[src/rtl/core/bhpq_pkg.sv]
`timescale 1ns / 1ps
`default_nettype none
// ----------------------------------------------------------------------------
// bhpq_pkg
// Shared types, constants and helpers of the binary max-heap priority queue.
// ----------------------------------------------------------------------------
package bhpq_pkg;

   localparam int CAPACITY = 64;
   localparam int ADDR_W   = $clog2(CAPACITY);
   localparam int CNT_W    = $clog2(CAPACITY + 1);
   // child index math: 2*i+2 for any i below CAPACITY
   localparam int CIDX_W   = ADDR_W + 2;
   localparam int PRIO_W   = 16;
   localparam int TAG_W    = 16;
   localparam int OCC_W    = 7;
   localparam int ENTRY_W  = PRIO_W + TAG_W;

   localparam logic [1:0] OP_INSERT = 2'd0;
   localparam logic [1:0] OP_REMOVE = 2'd1;
   localparam logic [1:0] OP_PEEK   = 2'd2;

   typedef logic [ADDR_W-1:0] addr_type;
   typedef logic [CNT_W-1:0]  count_type;
   typedef logic [CIDX_W-1:0] cidx_type;

   typedef struct packed {
      logic [PRIO_W-1:0] prio;
      logic [TAG_W-1:0]  tag;
   } entry_type;

   typedef struct packed {
      logic [1:0]        operation;
      logic [PRIO_W-1:0] priority_req;
      logic [TAG_W-1:0]  payload;
   } req_type;

   typedef struct packed {
      logic              ok;
      logic [PRIO_W-1:0] top_priority;
      logic [TAG_W-1:0]  top_payload;
      logic [OCC_W-1:0]  occupancy;
   } rsp_type;

   typedef struct packed {
      logic      we;
      addr_type  waddr;
      entry_type wdata;
      addr_type  raddr_a;
      addr_type  raddr_b;
   } mem_req_type;

   typedef struct packed {
      logic idle;
      logic done;
   } eng_status_type;

   typedef enum logic [2:0] {
      ST_IDLE,
      ST_UP,
      ST_DOWN_LOAD,
      ST_DOWN,
      ST_PLACE,
      ST_PEEK,
      ST_RESP
   } state_type;

   function automatic addr_type parent_of(addr_type c);
      addr_type d;
      d = c - addr_type'(1);
      return d >> 1;
   endfunction

   function automatic cidx_type left_of(addr_type p);
      return {1'b0, p, 1'b1};
   endfunction

endpackage
`default_nettype wire

[src/rtl/core/bhpq_ram.sv]
`timescale 1ns / 1ps
`default_nettype none
// ----------------------------------------------------------------------------
// bhpq_ram
// Generic RAM: one write port, two read ports, registered read data.
// ----------------------------------------------------------------------------
module bhpq_ram #(
   parameter int WIDTH = 32,
   parameter int DEPTH = 64
) (
   input  wire logic                     clock,
   input  wire logic                     wr_en,
   input  wire logic [$clog2(DEPTH)-1:0] wr_addr,
   input  wire logic [WIDTH-1:0]         wr_data,
   input  wire logic [$clog2(DEPTH)-1:0] rd_addr_a,
   output      logic [WIDTH-1:0]         rd_data_a,
   input  wire logic [$clog2(DEPTH)-1:0] rd_addr_b,
   output      logic [WIDTH-1:0]         rd_data_b
);

   logic [WIDTH-1:0] mem_ff [DEPTH];

   always_ff @(posedge clock) begin
      if (wr_en) begin
         mem_ff[wr_addr] <= wr_data;
      end
      rd_data_a <= mem_ff[rd_addr_a];
      rd_data_b <= mem_ff[rd_addr_b];
   end

endmodule
`default_nettype wire

[src/rtl/core/bhpq_engine.sv]
`timescale 1ns / 1ps
`default_nettype none
// ----------------------------------------------------------------------------
// bhpq_engine
// Heap sequencer: runs insert sift-up, remove sift-down and peek against the
// heap memory, one tree level per cycle, and holds the entry count.
// ----------------------------------------------------------------------------
module bhpq_engine
   import bhpq_pkg::*;
(
   input  wire logic           clock,
   input  wire logic           reset,
   input  wire logic           start,
   input  wire req_type        req,
   input  wire logic           slot_free,
   output      eng_status_type status,
   output      rsp_type        result,
   output      mem_req_type    mem_req,
   input  wire entry_type      rd_a,
   input  wire entry_type      rd_b
);

   state_type state_ff, state_in;
   count_type count_ff, count_in;
   addr_type  pos_ff, pos_in;
   entry_type moving_ff, moving_in;
   rsp_type   res_ff, res_in;

   // sift-up view
   addr_type  up_parent;
   logic      up_stop;
   // sift-down view
   cidx_type  dn_left, dn_right, ch_left, cnt_ext;
   logic      use_right, down_stop, ch_has_child;
   entry_type chosen;
   addr_type  chosen_idx;

   logic      not_full, not_empty;

   assign not_full  = count_ff < count_type'(CAPACITY);
   assign not_empty = count_ff != '0;
   assign cnt_ext   = cidx_type'(count_ff);

   assign up_parent = parent_of(pos_ff);
   assign up_stop   = rd_a.prio > moving_ff.prio;

   assign dn_left      = left_of(pos_ff);
   assign dn_right     = dn_left + cidx_type'(1);
   assign use_right    = (dn_right < cnt_ext) && (rd_a.prio < rd_b.prio);
   assign chosen       = use_right ? rd_b : rd_a;
   assign chosen_idx   = use_right ? dn_right[ADDR_W-1:0] : dn_left[ADDR_W-1:0];
   assign down_stop    = moving_ff.prio >= chosen.prio;
   assign ch_left      = left_of(chosen_idx);
   assign ch_has_child = ch_left < cnt_ext;

   // next state
   always_comb begin
      state_in = state_ff;
      unique case (state_ff)
         ST_IDLE: begin
            if (start) begin
               unique case (req.operation)
                  OP_INSERT: begin
                     if (!not_full) state_in = ST_RESP;
                     else if (!not_empty) state_in = ST_PLACE;
                     else state_in = ST_UP;
                  end
                  OP_REMOVE: state_in = not_empty ? ST_DOWN_LOAD : ST_RESP;
                  OP_PEEK:   state_in = not_empty ? ST_PEEK : ST_RESP;
                  default:   state_in = ST_RESP;
               endcase
            end
         end
         ST_UP: begin
            if (up_stop) state_in = ST_RESP;
            else if (up_parent == '0) state_in = ST_PLACE;
            else state_in = ST_UP;
         end
         ST_DOWN_LOAD: begin
            if (count_ff == '0) state_in = ST_RESP;
            else if (count_ff == count_type'(1)) state_in = ST_PLACE;
            else state_in = ST_DOWN;
         end
         ST_DOWN: begin
            if (down_stop) state_in = ST_RESP;
            else if (ch_has_child) state_in = ST_DOWN;
            else state_in = ST_PLACE;
         end
         ST_PLACE: state_in = ST_RESP;
         ST_PEEK:  state_in = ST_RESP;
         ST_RESP:  state_in = slot_free ? ST_IDLE : ST_RESP;
         default:  state_in = ST_IDLE;
      endcase
   end

   // outputs and datapath
   always_comb begin
      mem_req         = '0;
      mem_req.wdata   = moving_ff;
      mem_req.waddr   = pos_ff;
      pos_in          = pos_ff;
      moving_in       = moving_ff;
      count_in        = count_ff;
      res_in          = res_ff;
      status.idle     = 1'b0;
      status.done     = 1'b0;
      unique case (state_ff)
         ST_IDLE: begin
            status.idle = 1'b1;
            unique case (req.operation)
               OP_REMOVE: mem_req.raddr_a = addr_type'(count_ff - count_type'(1));
               OP_PEEK:   mem_req.raddr_a = '0;
               default:   mem_req.raddr_a = parent_of(addr_type'(count_ff));
            endcase
            if (start) begin
               res_in           = '0;
               res_in.occupancy = OCC_W'(count_ff);
               unique case (req.operation)
                  OP_INSERT: begin
                     if (not_full) begin
                        count_in         = count_ff + count_type'(1);
                        res_in.ok        = 1'b1;
                        res_in.occupancy = OCC_W'(count_in);
                        pos_in           = addr_type'(count_ff);
                        moving_in.prio   = req.priority_req;
                        moving_in.tag    = req.payload;
                     end
                  end
                  OP_REMOVE: begin
                     if (not_empty) begin
                        count_in         = count_ff - count_type'(1);
                        res_in.ok        = 1'b1;
                        res_in.occupancy = OCC_W'(count_in);
                     end
                  end
                  default: ;
               endcase
            end
         end
         ST_UP: begin
            mem_req.we      = 1'b1;
            mem_req.wdata   = up_stop ? moving_ff : rd_a;
            mem_req.raddr_a = parent_of(up_parent);
            if (!up_stop) pos_in = up_parent;
         end
         ST_DOWN_LOAD: begin
            moving_in       = rd_a;
            pos_in          = '0;
            mem_req.raddr_a = addr_type'(1);
            mem_req.raddr_b = addr_type'(2);
         end
         ST_DOWN: begin
            mem_req.we      = 1'b1;
            mem_req.wdata   = down_stop ? moving_ff : chosen;
            mem_req.raddr_a = ch_left[ADDR_W-1:0];
            mem_req.raddr_b = addr_type'(ch_left + cidx_type'(1));
            if (!down_stop) pos_in = chosen_idx;
         end
         ST_PLACE: begin
            mem_req.we = 1'b1;
         end
         ST_PEEK: begin
            res_in.top_priority = rd_a.prio;
            res_in.top_payload  = rd_a.tag;
            res_in.ok           = 1'b1;
         end
         ST_RESP: begin
            status.done = slot_free;
         end
         default: ;
      endcase
   end

   assign result = res_ff;

   always_ff @(posedge clock) begin
      if (reset) begin
         state_ff <= ST_IDLE;
         count_ff <= '0;
      end else begin
         state_ff <= state_in;
         count_ff <= count_in;
      end
      pos_ff    <= pos_in;
      moving_ff <= moving_in;
      res_ff    <= res_in;
   end

endmodule
`default_nettype wire

[src/rtl/core/binary_max_heap_priority_queue.sv]
`timescale 1ns / 1ps
`default_nettype none
// Throughput: one operation at a time; a sift moves one tree level per cycle,
//   bound by the single write port and registered read of the heap memory.
// Reset clears the entry count and control state; the heap memory is not
//   cleared, since only entries below the count are ever read.
// ----------------------------------------------------------------------------
// binary_max_heap_priority_queue
// Binary max-heap of priority/tag entries held in one dual-read RAM, with
// insert, remove-top and peek operations over valid/ready channels.
// ----------------------------------------------------------------------------
module binary_max_heap_priority_queue
   import bhpq_pkg::*;
(
   input  wire logic    clock,
   input  wire logic    reset,
   input  wire logic    req_valid,
   output      logic    req_ready,
   input  wire req_type req_data,
   output      logic    rsp_valid,
   input  wire logic    rsp_ready,
   output      rsp_type rsp_data
);

   eng_status_type status;
   rsp_type        result;
   mem_req_type    mem_req;
   entry_type      rd_a, rd_b;
   logic           start;
   logic           slot_free;
   logic           rsp_valid_ff, rsp_valid_in;
   rsp_type        rsp_ff, rsp_in;

   // Take a new operation only while the sequencer is idle; the response
   // register lets it run while the previous result still waits.
   assign req_ready = status.idle;
   assign start     = req_valid && req_ready;

   // The response slot frees when empty or when its transfer completes.
   assign slot_free = !rsp_valid_ff || rsp_ready;

   bhpq_engine u_engine (
      .clock     (clock),
      .reset     (reset),
      .start     (start),
      .req       (req_data),
      .slot_free (slot_free),
      .status    (status),
      .result    (result),
      .mem_req   (mem_req),
      .rd_a      (rd_a),
      .rd_b      (rd_b)
   );

   // Heap storage: one write and two reads per cycle, so sift-down sees both
   // children of a node at once.
   bhpq_ram #(
      .WIDTH (ENTRY_W),
      .DEPTH (CAPACITY)
   ) u_heap_ram (
      .clock     (clock),
      .wr_en     (mem_req.we),
      .wr_addr   (mem_req.waddr),
      .wr_data   (mem_req.wdata),
      .rd_addr_a (mem_req.raddr_a),
      .rd_data_a (rd_a),
      .rd_addr_b (mem_req.raddr_b),
      .rd_data_b (rd_b)
   );

   // Load the response on completion, drop valid after its transfer, hold
   // otherwise.
   always_comb begin
      rsp_valid_in = rsp_valid_ff;
      rsp_in       = rsp_ff;
      if (status.done) begin
         rsp_valid_in = 1'b1;
         rsp_in       = result;
      end else if (rsp_ready) begin
         rsp_valid_in = 1'b0;
      end
   end

   always_ff @(posedge clock) begin
      if (reset) begin
         rsp_valid_ff <= 1'b0;
      end else begin
         rsp_valid_ff <= rsp_valid_in;
      end
      rsp_ff <= rsp_in;
   end

   assign rsp_valid = rsp_valid_ff;
   assign rsp_data  = rsp_ff;

endmodule
`default_nettype wire

[config.mk]
export PLATFORM = sky130hd
export DESIGN_NAME = binary_max_heap_priority_queue
export DESIGN_NICKNAME = d
export VERILOG_FILES = /design/src/rtl/core/bhpq_pkg.sv /design/src/rtl/core/bhpq_ram.sv /design/src/rtl/core/bhpq_engine.sv /design/src/rtl/core/binary_max_heap_priority_queue.sv
export SDC_FILE = /design/constraint.sdc
export NUM_CORES = 2
export LEC_CHECK = 0
export BUFFER_PORTS_ARGS = -buffer_cell sky130_fd_sc_hd__buf_2
export CORE_MARGIN = 3
export CORE_UTILIZATION = 45
export CTS_CLUSTER_DIAMETER = 30
export DETAILED_ROUTE_END_ITERATION = 12
export PLACE_DENSITY = 0.72
export SLEW_MARGIN = 20
export SYNTH_ARGS = -nofsm -noshare
export SYNTH_HDL_FRONTEND = slang
export SYNTH_HIERARCHICAL = 1
export SYNTH_SLANG_ARGS = --single-unit
[constraint.sdc]
create_clock -name clock -period 8.24 [get_ports clock]
set_input_delay 0.412 -clock clock [delete_from_list [all_inputs] [get_ports clock]]
set_output_delay 0.412 -clock clock [all_outputs]
set_load 0.01 [all_outputs]
Word-level counts from Yosys, hierarchy flattened
Memory sizes are Yosys's and may differ from the RTL's. A register that Yosys moved wholly into a read port is not among the register bits.
Index checks and enable logic that the tools add are counted.
- bits in writable memories: 2048
- bits of input ports: 38
- flip-flop bits (word level): 129
- output and inout bits: 42
- logic and storage cells: 108
- memories: 1
- memories (memory ; words ; bits a word ; read ports ; clocked after memory_dff ; write ports ; line ; text):
    u_heap_ram.mem_ff ; 64 ; 32 ; 2 ; 2 ; 1 ; bhpq_ram.sv:21 ; logic [WIDTH-1:0] mem_ff [DEPTH];
- muxes and demuxes: 47
- reductions and logical operators: 19
- eq/ne operators: 14
- $lt $le $gt $ge: 6
- add/sub/neg operators: 7
- operators by type and width (cell ; number):
    $mux 32 ; 6
    $pmux 32 s2 ; 2
    $pmux 33 s2 ; 1
    $pmux 6 s4 ; 2
    $mux 40 ; 1
    $mux 6 ; 6
    $mux 3 ; 11
    $pmux 6 s2 ; 2
    $pmux 3 s6 ; 1
    $ge 16x16->1 ; 1
    $gt 16x16->1 ; 1
    $lt 16x16->1 ; 1
    $mux 7 ; 2
    $pmux 7 s2 ; 1
    $sub 6x1->6 const B ; 2
    $eq 3x3->1 const B ; 3
    $mux 1 ; 9
    $pmux 3 s3 ; 1
    $add 7x1->8 const B ; 1
    $lt 8x7->1 ; 1
    $ne 2x2->1 const B ; 4
    $add 7x1->7 const B ; 1
    $eq 7x1->1 const B ; 1
    $logic_not 7->1 ; 1
    other kinds (26) ; 31

Logic depth before layout (Yosys ltp)
- depth in word-level cells: 8
- depth in mapped cells: 25

By module
Netlist, hierarchy kept.
- modules (own cells, without submodules) (module ; area an instance (um2) ; sequential area each (um2) ; times used ; cells an instance):
    bhpq_ram ; 95660.5 ; 62780.2 ; 1 ; 4412
    bhpq_engine ; 7384.6 ; 2542.4 ; 1 ; 790
    binary_max_heap_priority_queue ; 1253.7 ; 1221.2 ; 1 ; 45

Worst setup path before layout
No wires, ideal clock.
- kind: reg2reg
- start point: reg u_engine.pos_ff[0]
- end point: mem u_heap_ram.mem_ff[0][16] (data pin)
- stages on the path, launching flop included: 17
- setup slack: 0.998 ns
- data required time: 7.499 ns
- setup time: 0.741 ns
- arrival: 6.501 ns
- cells stage by stage: edfxtp_1 > ha_1 > nand3_1 > xnor2_1 > ha_1 > a21boi_0 > o31ai_1 > o211ai_4 > buf_2 > mux2i_1 > ha_1 > o2111ai_1 > a2111oi_0 > a211oi_1 > o21ai_1 > clkbuf_1 > a221oi_1
- RTL lines (element ; line ; text):
    from (decl) ; bhpq_engine.sv:25 ; addr_type pos_ff, pos_in;
    from (signal assigned) ; bhpq_engine.sv:184 ; pos_ff <= pos_in;
    to (decl) ; bhpq_ram.sv:21 ;

==> out/results.tsv <==
metric	value	unit
outcome	finished, violations left	
violated checks	slew limit	
root buf cell	clkbuf_16	
Vias	61453	
grt total ovfl	0	
Final nets	5650	
Synth top cells by count	edfxtp_1 (2166), mux4_2 (1124), mux2i_1 (237)	
Post-Syn Area	104000	µm²
Logic pwr share	36.6	%
layout cells sized above 1	38.9	%
Initial Util	45.3	%
fmax	147	MHz
Max Slew Vio Count	486	
hpwl dp	182000	µm
worst vdd ir	488	µV
Setup CP Type	flip-flop to flip-flop	
Pwr Density	418	nW/µm²
I/O Pins	80	
Setup TNS	0	ns
Num CTS Buffers	395	
Pleak	39.1	nW
Final setup viols	0	
antenna-violating nets left	0	
Clk network pwr share	31.6	%
Switching Fraction	35.8	%
flops & latches, synth	2241	
TritonCTS clock tree	yes	
post-synthesis sequential area ratio	63.8	%
Worst EP required	9.05	ns
Yosys top cell by area	edfxtp_1	
Register Area	66500	µm²
synthesis-to-finish area growth	17.9	%
Clock transition at path regs	0.05	ns
Yosys warning total	6	
Rows	176	
Top FF cell, synth	edfxtp_1	
Worst Setup SP	u_engine/pos_ff[2]	
Die Y	487	µm
Slew @ Worst Pin	3.23	ns
1st-pass router iterations	6	
Worst Skew	0.0801	ns
ratio of final minimum period to clock period	82.7	%
fin crit period	6.81	ns
Pint	33.0	mW
H-tree levels	5	
post-synth top area share	62.4	%
RSZ-0062 raised after global routing	false	
initial antenna violation count	7	
relative slew slack	-115	%
reg2reg start	u_engine/pos_ff[2]	
R2R depth	18	
final number of hold-violating endpoints	0	
synth unique cells	71	
Port Buffers	79	
DR DRC count	0	
vias in the first global route	61818	
fill count	17033	
RD Place Congestion	0.908	
total track usage	27.0	%
Reg-to-Reg End	u_heap_ram/rd_data_a[3]	
first-pass GRT wire length	458000	µm
CP arrival	7.62	ns
Critical Path Source Type	flip-flop	
switching pwr	18.4	mW
multi-input combinational cell area	36600	µm²
count leader, synth	edfxtp_1	
MaxCap Viol Count	0	
Hold Crit Class	input port to flip-flop	
# clock sinks	2241	
Post CTS Setup Buffer Count	0	
average cell area after synthesis	19.9	µm²
die area	238000	µm²
WL/cell	36.2	µm
top post-synthesis cells by area	edfxtp_1 (62%), mux4_2 (24%), mux2i_1 (2.3%)	
Post-Synthesis Cells	5247	
largest net degree at the start of global routing	506	
final hold slack	0.120	ns
clock latency on the worst-skew pair	0.98	ns
syn_nets	5355	
reg2reg setup slack	1.43	ns
crit path max fanout	101	
critical path capture point type	flip-flop	
Max clock buf depth	4	
Synth async-reset ratio	0	%
PostCTS Resize Cnt	0	
drt via density	6.91	
Flop pwr share	31.8	%
Die X	487	µm
WL final	322000	µm
DRT iter0 DRCs	9316	
Critical Path End	u_heap_ram/rd_data_a[3]	
Core Region	230000	µm²
Post-synth EDFFs	2166	
[what timing repair did]
action | CTS | global route
endpoints found under the setup margin | 0 | 0
hold buffers | 35 | 0
endpoints found under the hold margin | 41 | 0
[cell usage in the layout, fill, tap and decap left out, types with 44 or more instances in the layout]
cell / count
nor2_4: 65
nand2_1: 136
edfxtp_1: 2166
o22ai_1: 62
dfxtp_1: 74
nor2_1: 63
mux2i_1: 237
clkbuf_16: 399
inv_1: 62
mux2_2: 69
buf_4: 170
a22oi_1: 86
o21ai_0: 58
buf_2: 79
mux4_2: 1124
ha_1: 70
clkinv_2: 44
a21oi_1: 97
inv_6: 63
clkinvlp_4: 51
[how the worst min path moves through the flow]
stage	endpoint	from	cells past startpoint	slack (ns)
6_report	u_engine/state_ff[2]	rsp_ready	6	0.12
5_1_grt	u_engine/state_ff[2]	rsp_ready	6	0.13
4_1_cts	u_engine/state_ff[2]	rsp_ready	6	0.05
3_5_place_dp	rsp_data[12]	u_engine/result[12]	0	0.40
3_3_place_gp	rsp_data[30]	u_engine/result[30]	0	0.40
2_1_floorplan	rsp_data[0]	u_engine/result[0]	0	0.40
[state kept, by name, indices dropped and copies added, names as in the netlist]
| register | flops |
|---|---|
| u_heap_ram/mem_ff | 2048 |
| rsp_data | 40 |
| u_engine/result | 40 |
| u_engine/moving_ff | 32 |
| u_heap_ram/rd_data_a | 32 |
| u_heap_ram/rd_data_b | 32 |
| u_engine/count_ff | 7 |
| u_engine/pos_ff | 6 |
| u_engine/state_ff | 3 |
| rsp_valid | 1 |
[worst max-delay path, stage by stage, from the launching register on]
cell and delay [ns]:
edfxtp_1 0.72, nand3_1 0.32, xnor2_1 0.27, ha_1 0.30
a21oi_1 0.17, a21boi_0 0.10, o31ai_1 0.40, o211ai_4 0.41
buf_4 0.41, ha_1 0.35, inv_1 0.09, nand2_1 0.07
o21ai_0 0.14, a22o_4 0.52, buf_12 0.60, mux4_2 0.42
mux4_2 0.51, o22ai_1 0.63, nor2_1 0.12
[cell families (layout without fill, tap and decap cells)]
kind of cell / count (synthesis) / count (layout) / share of synthesized area [%]
other cells: 1 / 4 / 0.00360
buf+inv: 469 / 1088 / 2.14
xor+xnor: 18 / 18 / 0.164
compound gates: 581 / 581 / 3.79
mux: 1430 / 1430 / 27.3
flops: 2241 / 2241 / 63.8
simple gates: 437 / 437 / 1.97
fa+ha+maj: 70 / 70 / 0.840
[final cells by class]
type / instances / share of cell area (%)
Antenna cell: 3 / 0.00611
Clock buffer: 425 / 8.26
Clock inverter: 296 / 2.60
Inverter: 63 / 0.192
Multi-Input combinational cell: 2537 / 29.8
Sequential cell: 2241 / 54.1
Tap cell: 3026 / 3.08
Timing Repair Buffer: 304 / 1.98
[power by group through the flow]
| stage | combinational [mW] | clock [mW] | sequential [mW] |
|---|---|---|---|
| global route | 19.8 | 16.9 | 16.4 |
| CTS | 18.4 | 16.4 | 16.3 |
| detailed placement | 18.3 | 0 | 16.5 |
| finish | 18.8 | 16.3 | 16.3 |
| global placement | 18.1 | 0 | 16.5 |
| floorplan | 12.3 | 0 | 16.3 |
[metal layers]
layer	part of all wire, %	track usage (%)
met1	35	35.8
met2	46	41.1
met3	15	9.30
met4	4.5	10.8
met5	0.071	0.572
[per-stage QoR]
| stage | worst slack [ns] | total power, mW | std cells | instance area (µm²) | util (%) |
|---|---|---|---|---|---|
| floorplan | 0.998 | 28.5 | 5247 | 104000 | - |
| global placement | 1.55 | 34.6 | 8131 | 109000 | 47.3 |
| detailed placement | 1.57 | 34.8 | 8135 | 109000 | 47.4 |
| CTS | 1.55 | 51.1 | 8891 | 123000 | 53.3 |
| global route | 1.12 | 53.1 | 8893 | 123000 | 53.4 |
| finish | 1.43 | 51.4 | 8895 | 123000 | 53.4 |
Note: power is estimated with default switching activity, not from simulation.
